===== config.mk =====
export PLATFORM = sky130hd
export DESIGN_NAME = variable_partition_allocator_flat
export DESIGN_NICKNAME = d
export VERILOG_FILES = /design/src/design/vpa_pkg.sv /design/src/design/vpa_if.sv /design/src/design/vpa_ctrl.sv /design/src/design/vpa_dp.sv /design/src/design/variable_partition_allocator.sv /design/src/flat_wrapper.sv
export SDC_FILE = /design/constraint.sdc
export NUM_CORES = 2
export LEC_CHECK = 0
export BUFFER_PORTS_ARGS = -buffer_cell sky130_fd_sc_hd__buf_2
export CORE_ASPECT_RATIO = 2
export CORE_MARGIN = 3
export CORE_UTILIZATION = 38
export CTS_CLUSTER_DIAMETER = 150
export DETAILED_ROUTE_END_ITERATION = 10
export GPL_TIMING_DRIVEN = 0
export PLACE_DENSITY = 0.57
export REMOVE_ABC_BUFFERS = 1
export SYNTH_ARGS = -nofsm -noshare
export SYNTH_HDL_FRONTEND = slang
export SYNTH_SLANG_ARGS = --single-unit

===== constraint.sdc =====
create_clock -name clk -period 10 [get_ports clk]
set_clock_uncertainty 0.1 [all_clocks]
set_input_delay 1 -clock clk [delete_from_list [all_inputs] [get_ports clk]]
set_output_delay 1 -clock clk [all_outputs]
set_load 0.05 [all_outputs]

===== src/design/vpa_pkg.sv =====
// Shared constants, types and command structures of the partition allocator.
package vpa_pkg;
  localparam int MemUnits    = 512;
  localparam int FreeEntries = 64;
  localparam int UsedEntries = 64;
  localparam int AddrW = $clog2(MemUnits);
  localparam int LenW  = $clog2(MemUnits) + 1;
  localparam int FIdxW = $clog2(FreeEntries);
  localparam int UIdxW = $clog2(UsedEntries);

  localparam logic [1:0] STRAT_FIRST = 2'd0;
  localparam logic [1:0] STRAT_BEST  = 2'd1;
  localparam logic [1:0] STRAT_WORST = 2'd2;

  localparam logic [1:0] ST_OK     = 2'd0;
  localparam logic [1:0] ST_NOFIT  = 2'd1;
  localparam logic [1:0] ST_NOADDR = 2'd2;
  localparam logic [1:0] ST_FULL   = 2'd3;

  localparam logic FUNC_ALLOC   = 1'b0;
  localparam logic FUNC_RELEASE = 1'b1;

  typedef struct packed {
    logic clear;
    logic scan_used;
    logic scan_free;
    logic commit;
    logic [FIdxW:0] idx;
  } vpa_cmd_t;

  typedef struct packed {
    logic [1:0] status;
    logic [AddrW-1:0] addr;
  } vpa_stat_t;
endpackage


===== src/design/vpa_if.sv =====
// Valid/ready channel interface carrying the payload of one transaction.
interface vpa_if #(parameter int W = 1) ();
  logic valid;
  logic ready;
  logic [W-1:0] data;
  modport source (output valid, output data, input ready);
  modport sink (input valid, input data, output ready);
endinterface


===== src/design/vpa_ctrl.sv =====
// Sequencer that steps the datapath through the table scans of one transaction.
module vpa_ctrl (
  input  logic clk,
  input  logic rst_n,
  input  logic in_fire,
  input  logic out_fire,
  output logic in_ready,
  output logic out_valid,
  output vpa_pkg::vpa_cmd_t cmd
);
  import vpa_pkg::*;
  localparam logic [2:0] S_IDLE = 3'd0, S_USED = 3'd1, S_FREE = 3'd2, S_DRAIN = 3'd3;
  localparam logic [2:0] S_COMMIT = 3'd4, S_OUT = 3'd5;
  logic [2:0] state_r, state_nxt;
  logic [FIdxW:0] idx_r, idx_nxt;
  localparam logic [FIdxW:0] FLast = (FIdxW+1)'(FreeEntries - 1);
  localparam logic [FIdxW:0] ULast = (FIdxW+1)'(UsedEntries - 1);

  always_comb begin
    state_nxt = state_r;
    idx_nxt = idx_r;
    cmd = '0;
    cmd.idx = idx_r;
    unique case (state_r)
      S_IDLE: begin
        cmd.clear = in_fire;
        if (in_fire) begin
          state_nxt = S_USED;
          idx_nxt = '0;
        end
      end
      S_USED: begin
        cmd.scan_used = 1'b1;
        idx_nxt = idx_r + 1'b1;
        if (idx_r == ULast) begin
          state_nxt = S_FREE;
          idx_nxt = '0;
        end
      end
      S_FREE: begin
        cmd.scan_free = 1'b1;
        idx_nxt = idx_r + 1'b1;
        if (idx_r == FLast) begin
          state_nxt = S_DRAIN;
          idx_nxt = '0;
        end
      end
      S_DRAIN: begin
        state_nxt = S_COMMIT;
      end
      S_COMMIT: begin
        cmd.commit = 1'b1;
        state_nxt = S_OUT;
      end
      S_OUT: begin
        if (out_fire) state_nxt = S_IDLE;
      end
      default: begin
        state_nxt = S_IDLE;
      end
    endcase
  end

  assign in_ready = (state_r == S_IDLE);
  assign out_valid = (state_r == S_OUT);

  always_ff @(posedge clk) begin
    if (!rst_n) begin
      state_r <= S_IDLE;
      idx_r <= '0;
    end else begin
      state_r <= state_nxt;
      idx_r <= idx_nxt;
    end
  end
endmodule


===== src/design/vpa_dp.sv =====
// Table RAM, scan comparators and commit logic of the allocator.
module vpa_dp (
  input  logic clk,
  input  logic rst_n,
  input  vpa_pkg::vpa_cmd_t cmd,
  input  logic [1:0] strategy,
  input  logic func,
  input  logic [vpa_pkg::AddrW-1:0] req_size,
  input  logic [vpa_pkg::AddrW-1:0] release_addr,
  output vpa_pkg::vpa_stat_t stat
);
  import vpa_pkg::*;
  logic [FreeEntries-1:0] fv_r;
  logic [UsedEntries-1:0] uv_r;

  logic func_r;
  logic [AddrW-1:0] size_r, addr_r;
  logic [LenW-1:0] rlen_r;
  logic [AddrW:0] rend_r;
  logic uf_r, ff_r, bf_r, lf_r, rf_r, ef_r;
  logic [UIdxW-1:0] uslot_r, uhit_r;
  logic [FIdxW-1:0] fslot_r, best_r, left_r, right_r;
  logic [AddrW-1:0] bstart_r;
  logic [LenW-1:0] blen_r, left_len_r, right_len_r;
  logic [1:0] status_r;
  logic [AddrW-1:0] gaddr_r;

  logic scan_u_r, scan_f_r;
  logic [FIdxW-1:0] sidx_r;

  logic fs_we, fl_we, u_we;
  logic [FIdxW-1:0] f_wa;
  logic [AddrW-1:0] fs_wd;
  logic [LenW-1:0] fl_wd;
  logic [2*AddrW-1:0] u_wd;
  logic [AddrW-1:0] fs_rd;
  logic [LenW-1:0] fl_rd;
  logic [2*AddrW-1:0] u_rd;
  logic [FIdxW-1:0] rfi;
  logic [UIdxW-1:0] rui;

  logic [UIdxW-1:0] ui;
  logic [FIdxW-1:0] fi;
  logic [LenW-1:0] need, clen, nlen;
  logic [AddrW-1:0] cst, ust, ulen, galloc;
  logic cv, uvl, better;

  assign rfi = cmd.idx[FIdxW-1:0];
  assign rui = cmd.idx[UIdxW-1:0];

  vpa_ram #(.W(AddrW), .D(FreeEntries)) u_fs_ram (
    .clk, .we(fs_we), .waddr(f_wa), .wdata(fs_wd), .raddr(rfi), .rdata_r(fs_rd)
  );
  vpa_ram #(.W(LenW), .D(FreeEntries)) u_fl_ram (
    .clk, .we(fl_we), .waddr(f_wa), .wdata(fl_wd), .raddr(rfi), .rdata_r(fl_rd)
  );
  vpa_ram #(.W(2*AddrW), .D(UsedEntries)) u_used_ram (
    .clk, .we(u_we), .waddr(uslot_r), .wdata(u_wd), .raddr(rui), .rdata_r(u_rd)
  );

  // Read data returns in the cycle after the address, so the scan commands are registered to match.
  always_ff @(posedge clk) begin
    if (!rst_n) begin
      scan_u_r <= 1'b0;
      scan_f_r <= 1'b0;
      sidx_r <= '0;
    end else begin
      scan_u_r <= cmd.scan_used;
      scan_f_r <= cmd.scan_free;
      sidx_r <= cmd.idx[FIdxW-1:0];
    end
  end

  assign ui = sidx_r[UIdxW-1:0];
  assign fi = sidx_r;
  assign need = {1'b0, size_r} + 1'b1;
  assign cst = fs_rd;
  assign clen = fl_rd;
  assign cv = fv_r[fi];
  assign ust = u_rd[2*AddrW-1:AddrW];
  assign ulen = u_rd[AddrW-1:0];
  assign uvl = uv_r[ui];
  assign nlen = blen_r - need;
  assign galloc = (blen_r == need) ? bstart_r : AddrW'({1'b0, bstart_r} + nlen);
  assign u_wd = {galloc, size_r};

  always_comb begin
    better = 1'b0;
    if (!bf_r) better = 1'b1;
    else if (strategy == STRAT_BEST && clen != blen_r) better = clen < blen_r;
    else if (strategy == STRAT_WORST && clen != blen_r) better = clen > blen_r;
    else better = cst < bstart_r;
  end

  always_ff @(posedge clk) begin
    if (cmd.clear) begin
      func_r <= func;
      size_r <= req_size;
      addr_r <= release_addr;
      uf_r <= 1'b0; ff_r <= 1'b0; bf_r <= 1'b0;
      lf_r <= 1'b0; rf_r <= 1'b0; ef_r <= 1'b0;
    end else begin
      if (scan_u_r) begin
        if (!uvl && !ef_r) begin
          ef_r <= 1'b1;
          uslot_r <= ui;
        end
        if (uvl && ust == addr_r && !uf_r) begin
          uf_r <= 1'b1;
          uhit_r <= ui;
          rlen_r <= {1'b0, ulen} + 1'b1;
          rend_r <= {1'b0, addr_r} + {1'b0, ulen} + 1'b1;
        end
      end
      if (scan_f_r) begin
        if (!cv && !ff_r) begin
          ff_r <= 1'b1;
          fslot_r <= fi;
        end
        if (cv && clen >= need && better) begin
          bf_r <= 1'b1;
          best_r <= fi;
          bstart_r <= cst;
          blen_r <= clen;
        end
        if (cv && !lf_r && ({1'b0, cst} + clen) == {1'b0, addr_r}) begin
          lf_r <= 1'b1;
          left_r <= fi;
          left_len_r <= clen;
        end
        if (cv && !rf_r && {1'b0, cst} == rend_r) begin
          rf_r <= 1'b1;
          right_r <= fi;
          right_len_r <= clen;
        end
      end
    end
  end

  // Table writes; during reset entry zero is loaded with the whole memory.
  always_comb begin
    fs_we = 1'b0;
    fl_we = 1'b0;
    u_we = 1'b0;
    f_wa = '0;
    fs_wd = '0;
    fl_wd = '0;
    if (!rst_n) begin
      fs_we = 1'b1;
      fl_we = 1'b1;
      fl_wd = LenW'(MemUnits);
    end else if (cmd.commit) begin
      if (func_r == FUNC_ALLOC) begin
        if (bf_r && ef_r) begin
          u_we = 1'b1;
          if (blen_r != need) begin
            fl_we = 1'b1;
            f_wa = best_r;
            fl_wd = nlen;
          end
        end
      end else if (uf_r) begin
        if (!lf_r && !rf_r) begin
          if (ff_r) begin
            fs_we = 1'b1;
            fl_we = 1'b1;
            f_wa = fslot_r;
            fs_wd = addr_r;
            fl_wd = rlen_r;
          end
        end else if (lf_r && rf_r) begin
          fl_we = 1'b1;
          f_wa = left_r;
          fl_wd = left_len_r + rlen_r + right_len_r;
        end else if (lf_r) begin
          fl_we = 1'b1;
          f_wa = left_r;
          fl_wd = left_len_r + rlen_r;
        end else begin
          fs_we = 1'b1;
          fl_we = 1'b1;
          f_wa = right_r;
          fs_wd = addr_r;
          fl_wd = right_len_r + rlen_r;
        end
      end
    end
  end

  always_ff @(posedge clk) begin
    if (!rst_n) begin
      fv_r <= FreeEntries'(1);
      uv_r <= '0;
      status_r <= ST_OK;
      gaddr_r <= '0;
    end else if (cmd.commit) begin
      gaddr_r <= '0;
      status_r <= ST_OK;
      if (func_r == FUNC_ALLOC) begin
        if (!bf_r) status_r <= ST_NOFIT;
        else if (!ef_r) status_r <= ST_FULL;
        else begin
          uv_r[uslot_r] <= 1'b1;
          if (blen_r == need) fv_r[best_r] <= 1'b0;
          gaddr_r <= galloc;
        end
      end else begin
        if (!uf_r) status_r <= ST_NOADDR;
        else if (!lf_r && !rf_r && !ff_r) status_r <= ST_FULL;
        else begin
          uv_r[uhit_r] <= 1'b0;
          if (!lf_r && !rf_r) fv_r[fslot_r] <= 1'b1;
          else if (lf_r && rf_r) fv_r[right_r] <= 1'b0;
        end
      end
    end
  end

  assign stat.status = status_r;
  assign stat.addr = gaddr_r;
endmodule

// Generic single-port-write RAM with registered read.
module vpa_ram #(
  parameter int W = 8,
  parameter int D = 64
) (
  input  logic clk,
  input  logic we,
  input  logic [$clog2(D)-1:0] waddr,
  input  logic [W-1:0] wdata,
  input  logic [$clog2(D)-1:0] raddr,
  output logic [W-1:0] rdata_r
);
  logic [W-1:0] mem_r [D];

  always_ff @(posedge clk) begin
    if (we) mem_r[waddr] <= wdata;
    rdata_r <= mem_r[raddr];
  end
endmodule


===== src/design/variable_partition_allocator.sv =====
// Top level of the variable partition allocator.
// Each transaction (allocate or release) scans the used table and then the free table, one
// entry per cycle, then waits in a drain state for the last table read to return and commits;
// the result is then presented, one transaction at a time. The result is held until taken;
// the next transaction is accepted in the cycle after that.
module variable_partition_allocator (
  input  logic clk,
  input  logic rst_n,
  input  logic cfg_we,
  input  logic [1:0] cfg_wdata,
  vpa_if.sink   in_if,
  vpa_if.source out_if
);
  import vpa_pkg::*;
  logic [1:0] strategy_r;
  vpa_cmd_t cmd;
  vpa_stat_t stat;
  logic in_ready, out_valid;

  always_ff @(posedge clk) begin
    if (!rst_n) strategy_r <= STRAT_FIRST;
    else if (cfg_we) strategy_r <= cfg_wdata;
  end

  vpa_ctrl u_ctrl (
    .clk, .rst_n,
    .in_fire(in_if.valid && in_if.ready),
    .out_fire(out_if.valid && out_if.ready),
    .in_ready, .out_valid, .cmd
  );

  vpa_dp u_dp (
    .clk, .rst_n, .cmd,
    .strategy(strategy_r),
    .func(in_if.data[2*AddrW]),
    .req_size(in_if.data[2*AddrW-1:AddrW]),
    .release_addr(in_if.data[AddrW-1:0]),
    .stat
  );

  assign in_if.ready = in_ready;
  assign out_if.valid = out_valid;
  assign out_if.data = {stat.addr, stat.status};
endmodule


===== src/flat_wrapper.sv =====
// flat-port wrapper written by rule: the top's interface ports become plain ports
module variable_partition_allocator_flat import vpa_pkg::*;
  (clk, rst_n, cfg_we, cfg_wdata, in_if_valid, in_if_data, in_if_ready, out_if_valid, out_if_data, out_if_ready);
  vpa_if #(.W(19)) in_if_i ();
  vpa_if #(.W(11)) out_if_i ();
  input  logic clk;
  input  logic rst_n;
  input  logic cfg_we;
  input  logic [1:0] cfg_wdata;
  input wire logic [$bits(in_if_i.valid)-1:0] in_if_valid;
  input wire logic [$bits(in_if_i.data)-1:0] in_if_data;
  output wire logic [$bits(in_if_i.ready)-1:0] in_if_ready;
  output wire logic [$bits(out_if_i.valid)-1:0] out_if_valid;
  output wire logic [$bits(out_if_i.data)-1:0] out_if_data;
  input wire logic [$bits(out_if_i.ready)-1:0] out_if_ready;
  assign in_if_i.valid = in_if_valid;
  assign in_if_i.data = in_if_data;
  assign in_if_ready = in_if_i.ready;
  assign out_if_valid = out_if_i.valid;
  assign out_if_data = out_if_i.data;
  assign out_if_i.ready = out_if_ready;
  variable_partition_allocator u_core (.clk(clk), .rst_n(rst_n), .cfg_we(cfg_we), .cfg_wdata(cfg_wdata), .in_if(in_if_i), .out_if(out_if_i));
endmodule

==> qor.txt <==
Critical path type: reg2reg
Synthesized cell area: 108000 um^2
HP Start: in_if_data[4]
DRC violations left: 0
Placed cell area: 115000 um^2
Max incr delay on CP: 1.19 ns
Max clock buf depth: 4
CP endpoint kind: register
Initial Util: 0.382
# rows: 276
Status: completed
IO buf count: 38
Worst Hold Class: in2reg
Worst path slowest cell: nor2_4
Total setup buffers inserted after CTS: 0
Area Overhead vs Synth: 13.8%
Ys flop type: edfxtp_1
Reg2reg path depth: 6
Top cell type's share of synthesized area: 0.688
Post-synthesis sequential area ratio: 0.726
Clock power share: 0.330
Crit start category: register
Core ar.: 283000 um^2
First-pass GRT wire length: 412000 um
Final Cycle Share: 0.697
Crit path cell chain: inv_1, nor3_1, nand2_1, nor2_2, nand3_1, nor2_4
Hold depth: 1
Antenna violations before repair: 7
WP data required: 10.33 ns
PwrDens: 230 nW/um^2
Non-Filler Instances: 9552
Clk sinks: 2684
Clk_lat worst skew: 0.89 ns
Drt pass-1 iters: 8
Ports: 39
Total Wirelength: 287000 um
TritonCTS clock tree: built
Resized cells post-CTS: 0
Vias in the first global route: 57100
R2R Setup Slk: 3.03 ns
Gr usage total: 0.196
Synth Instances: 5505
Pin count of the biggest net entering global routing: 169
Synth cell types: 80
Die H: 761 um
Critical Path Fanout Max: 18
Number of hold buffers added after CTS: 0
Mapped Avg Cell Area: 19.7 um^2
Maximum vdd ir drop: 0.291 mV
Sequential share of power: 0.495
DR vias: 53600
Fin. max-slew vios: 0
P_int: 20.8 mW
Total grt overflow: 0
Final worst slack: 3.03 ns
Final setup violating endpoints: 0
Cells after DPL: 9113
Synthesis warning total: 0
Static leakage: 34.6 nW
Inserted Clock Buffers: 233
Max transition margin: 0.0213
Share of post-route cells with drive strength above 1: 0.262
Fin. Hold Viols: 0
Worst-path clk slew: 0.07 ns
H-Tree Depth: 4
Dpl ws: 3.02 ns
Top post-synthesis cells by area: edfxtp_1 (69%), mux4_2 (17%), dfxtp_1 (3.7%)
RSZ-0062 raised after global routing: false
Die area: 292000 um^2
Synth area leader: edfxtp_1
Die span in x: 383 um
Ys async rst share: 0
#FFs+latches synth: 2684
Comb power frac: 0.175
Net Sw Frac: 0.266
Routability-driven placement congestion ratio: 0.867
Total of max-cap violations: 0
Hold_ws: 0.188 ns
Root buf cell: clkbuf_16
Final nets: 5721
Worst flop-to-flop path endpoint: u_core.u_dp.u_used_ram.mem_r[38][12]
Number of synthesized flops with an enable pin: 2482
Sw power: 7.53 mW
Endpoint, Worst Hold: u_core.u_dp.addr_r[4]
CP Data Arrival Time: 7.29 ns
Tot Pwr: 28.3 mW
Post-DP HPWL: 191000 um
R2r startpoint: u_core.u_ctrl.state_r[2]
Worst slew pin tran: 1.46 ns
Routed Antenna Nets: 0
Via density: 5.61
Final Critical Period: 6.97 ns
1st-iter DRT viols: 5281
Post-route cell area: 123000 um^2
Wirelength per Cell: 30.1 um
Max Clk Rate: 144 MHz
## stage by stage
stage	util	setup TNS, ns
6_report	0.435	0
5_1_grt	0.435	0
4_1_cts	0.435	0
3_5_place_dp	0.407	0
3_3_place_gp	0.395	-2351.39
2_1_floorplan	-	-773.66
## worst max-delay path: cells and delay by family (launching register included)
| kind | cells | cell delay (ns) |
|---|---|---|
| flip-flops | 1 | 0.48 |
| buffers and inverters | 1 | 0.13 |
| AND/OR/NAND/NOR | 5 | 5.77 |
## logic make-up (layout without fill, tap and decap cells)
kind of cell    count (synthesis)  after routing  share of synthesized area
flops                        2684           2684                      0.726
simple gates                  876            876                     0.0371
mux                           832            832                      0.172
compound gates                551            551                     0.0316
buf+inv                       363            646                     0.0134
fa+ha+maj                     102            102                     0.0122
xor+xnor                       97             97                    0.00797
other cells                     0             11                          0
## metal layers
layer	wire length (um)	vias to the layer above	share of wire	global-route usage
met5	0	-	0	0
met4	16200	0	0.057	0.0973
met3	11100	621	0.039	0.0217
met2	164000	1690	0.57	0.380
met1	95900	28500	0.33	0.206
li1	-	22800	-	-
## synthesized netlist by cell type, drive strengths merged, types with 41 or more instances
cell and number:
clkbuf 202, inv 59, o221a 41, buf 102, xnor2 64, a21oi 244
o21ai 127, dfxtp 202, mux4 822, nor2 339, edfxtp 2482, nand3 110
ha 92, nand2 220
## cell usage in the layout (no fill, tap or decap), types with 40 or more instances in the layout
master / instances
clkbuf_16: 238
nor2_1: 267
dfxtp_1: 192
ha_1: 92
nand2_1: 213
edfxtp_1: 2482
buf_16: 64
inv_1: 59
o221a_2: 41
clkinv_2: 40
xnor2_1: 63
o21ai_0: 118
nor2_4: 62
nand3_1: 110
mux4_2: 822
a21oi_1: 236
clkbuf_1: 46
## power groups by stage
stage | combinational, mW | sequential, mW | clock, mW
2_1_floorplan | 3.22 | 14.6 | 0
3_3_place_gp | 4.14 | 14.8 | 0
3_5_place_dp | 5.03 | 14.2 | 0
4_1_cts | 5.03 | 14.0 | 9.52
5_1_grt | 5.30 | 14.0 | 9.92
6_report | 4.96 | 14.0 | 9.33
## sequential cells by signal, indices dropped and copies added (netlist names), 7 cells and up
name / count
u_core.u_dp.rlen_r: 10
u_core.u_ctrl.idx_r: 7
u_core.u_dp.size_r: 9
u_core.u_dp.right_len_r: 10
u_core.u_dp.u_fl_ram.rdata_r: 10
u_core.u_dp.fv_r: 64
u_core.u_dp.u_fs_ram.mem_r: 576
u_core.u_dp.rend_r: 10
u_core.u_dp.gaddr_r: 9
u_core.u_dp.blen_r: 10
u_core.u_dp.uv_r: 64
u_core.u_dp.addr_r: 9
u_core.u_dp.u_used_ram.mem_r: 1152
u_core.u_dp.u_fl_ram.mem_r: 640
u_core.u_dp.left_len_r: 10
u_core.u_dp.u_fs_ram.rdata_r: 9
u_core.u_dp.bstart_r: 9
u_core.u_dp.u_used_ram.rdata_r: 18
## worst max-delay path by stage
| stage | depth (start not counted) | end | slack, ns | start |
|---|---|---|---|---|
| detailed placement | 7 | u_core.u_dp.u_used_ram.mem_r[43][15] | 3.02 | u_core.u_ctrl.state_r[2] |
| global route | 6 | u_core.u_dp.u_used_ram.mem_r[38][12] | 2.86 | u_core.u_ctrl.state_r[2] |
| CTS | 7 | u_core.u_dp.u_used_ram.mem_r[43][14] | 2.96 | u_core.u_ctrl.state_r[2] |
| floorplan | 7 | u_core.u_ctrl.state_r[0] | -16.40 | u_core.u_ctrl.idx_r[0] |
| finish | 6 | u_core.u_dp.u_used_ram.mem_r[38][12] | 3.03 | u_core.u_ctrl.state_r[2] |
| global placement | 3 | u_core.u_dp.u_fl_ram.rdata_r[7] | -29.54 | u_core.u_ctrl.idx_r[0] |
## area by class of cell
cell class	count	area, um^2
Antenna cell	11	27.5
Clock inverter	135	1530
Timing Repair Buffer	160	2870
Clock buffer	292	6240
Tap cell	3753	4700
Sequential cell	2684	78600
Multi-Input combinational cell	2458	29000
Fill cell	24300	160000
Inverter	59	221
(Power assumes the default switching activity.)
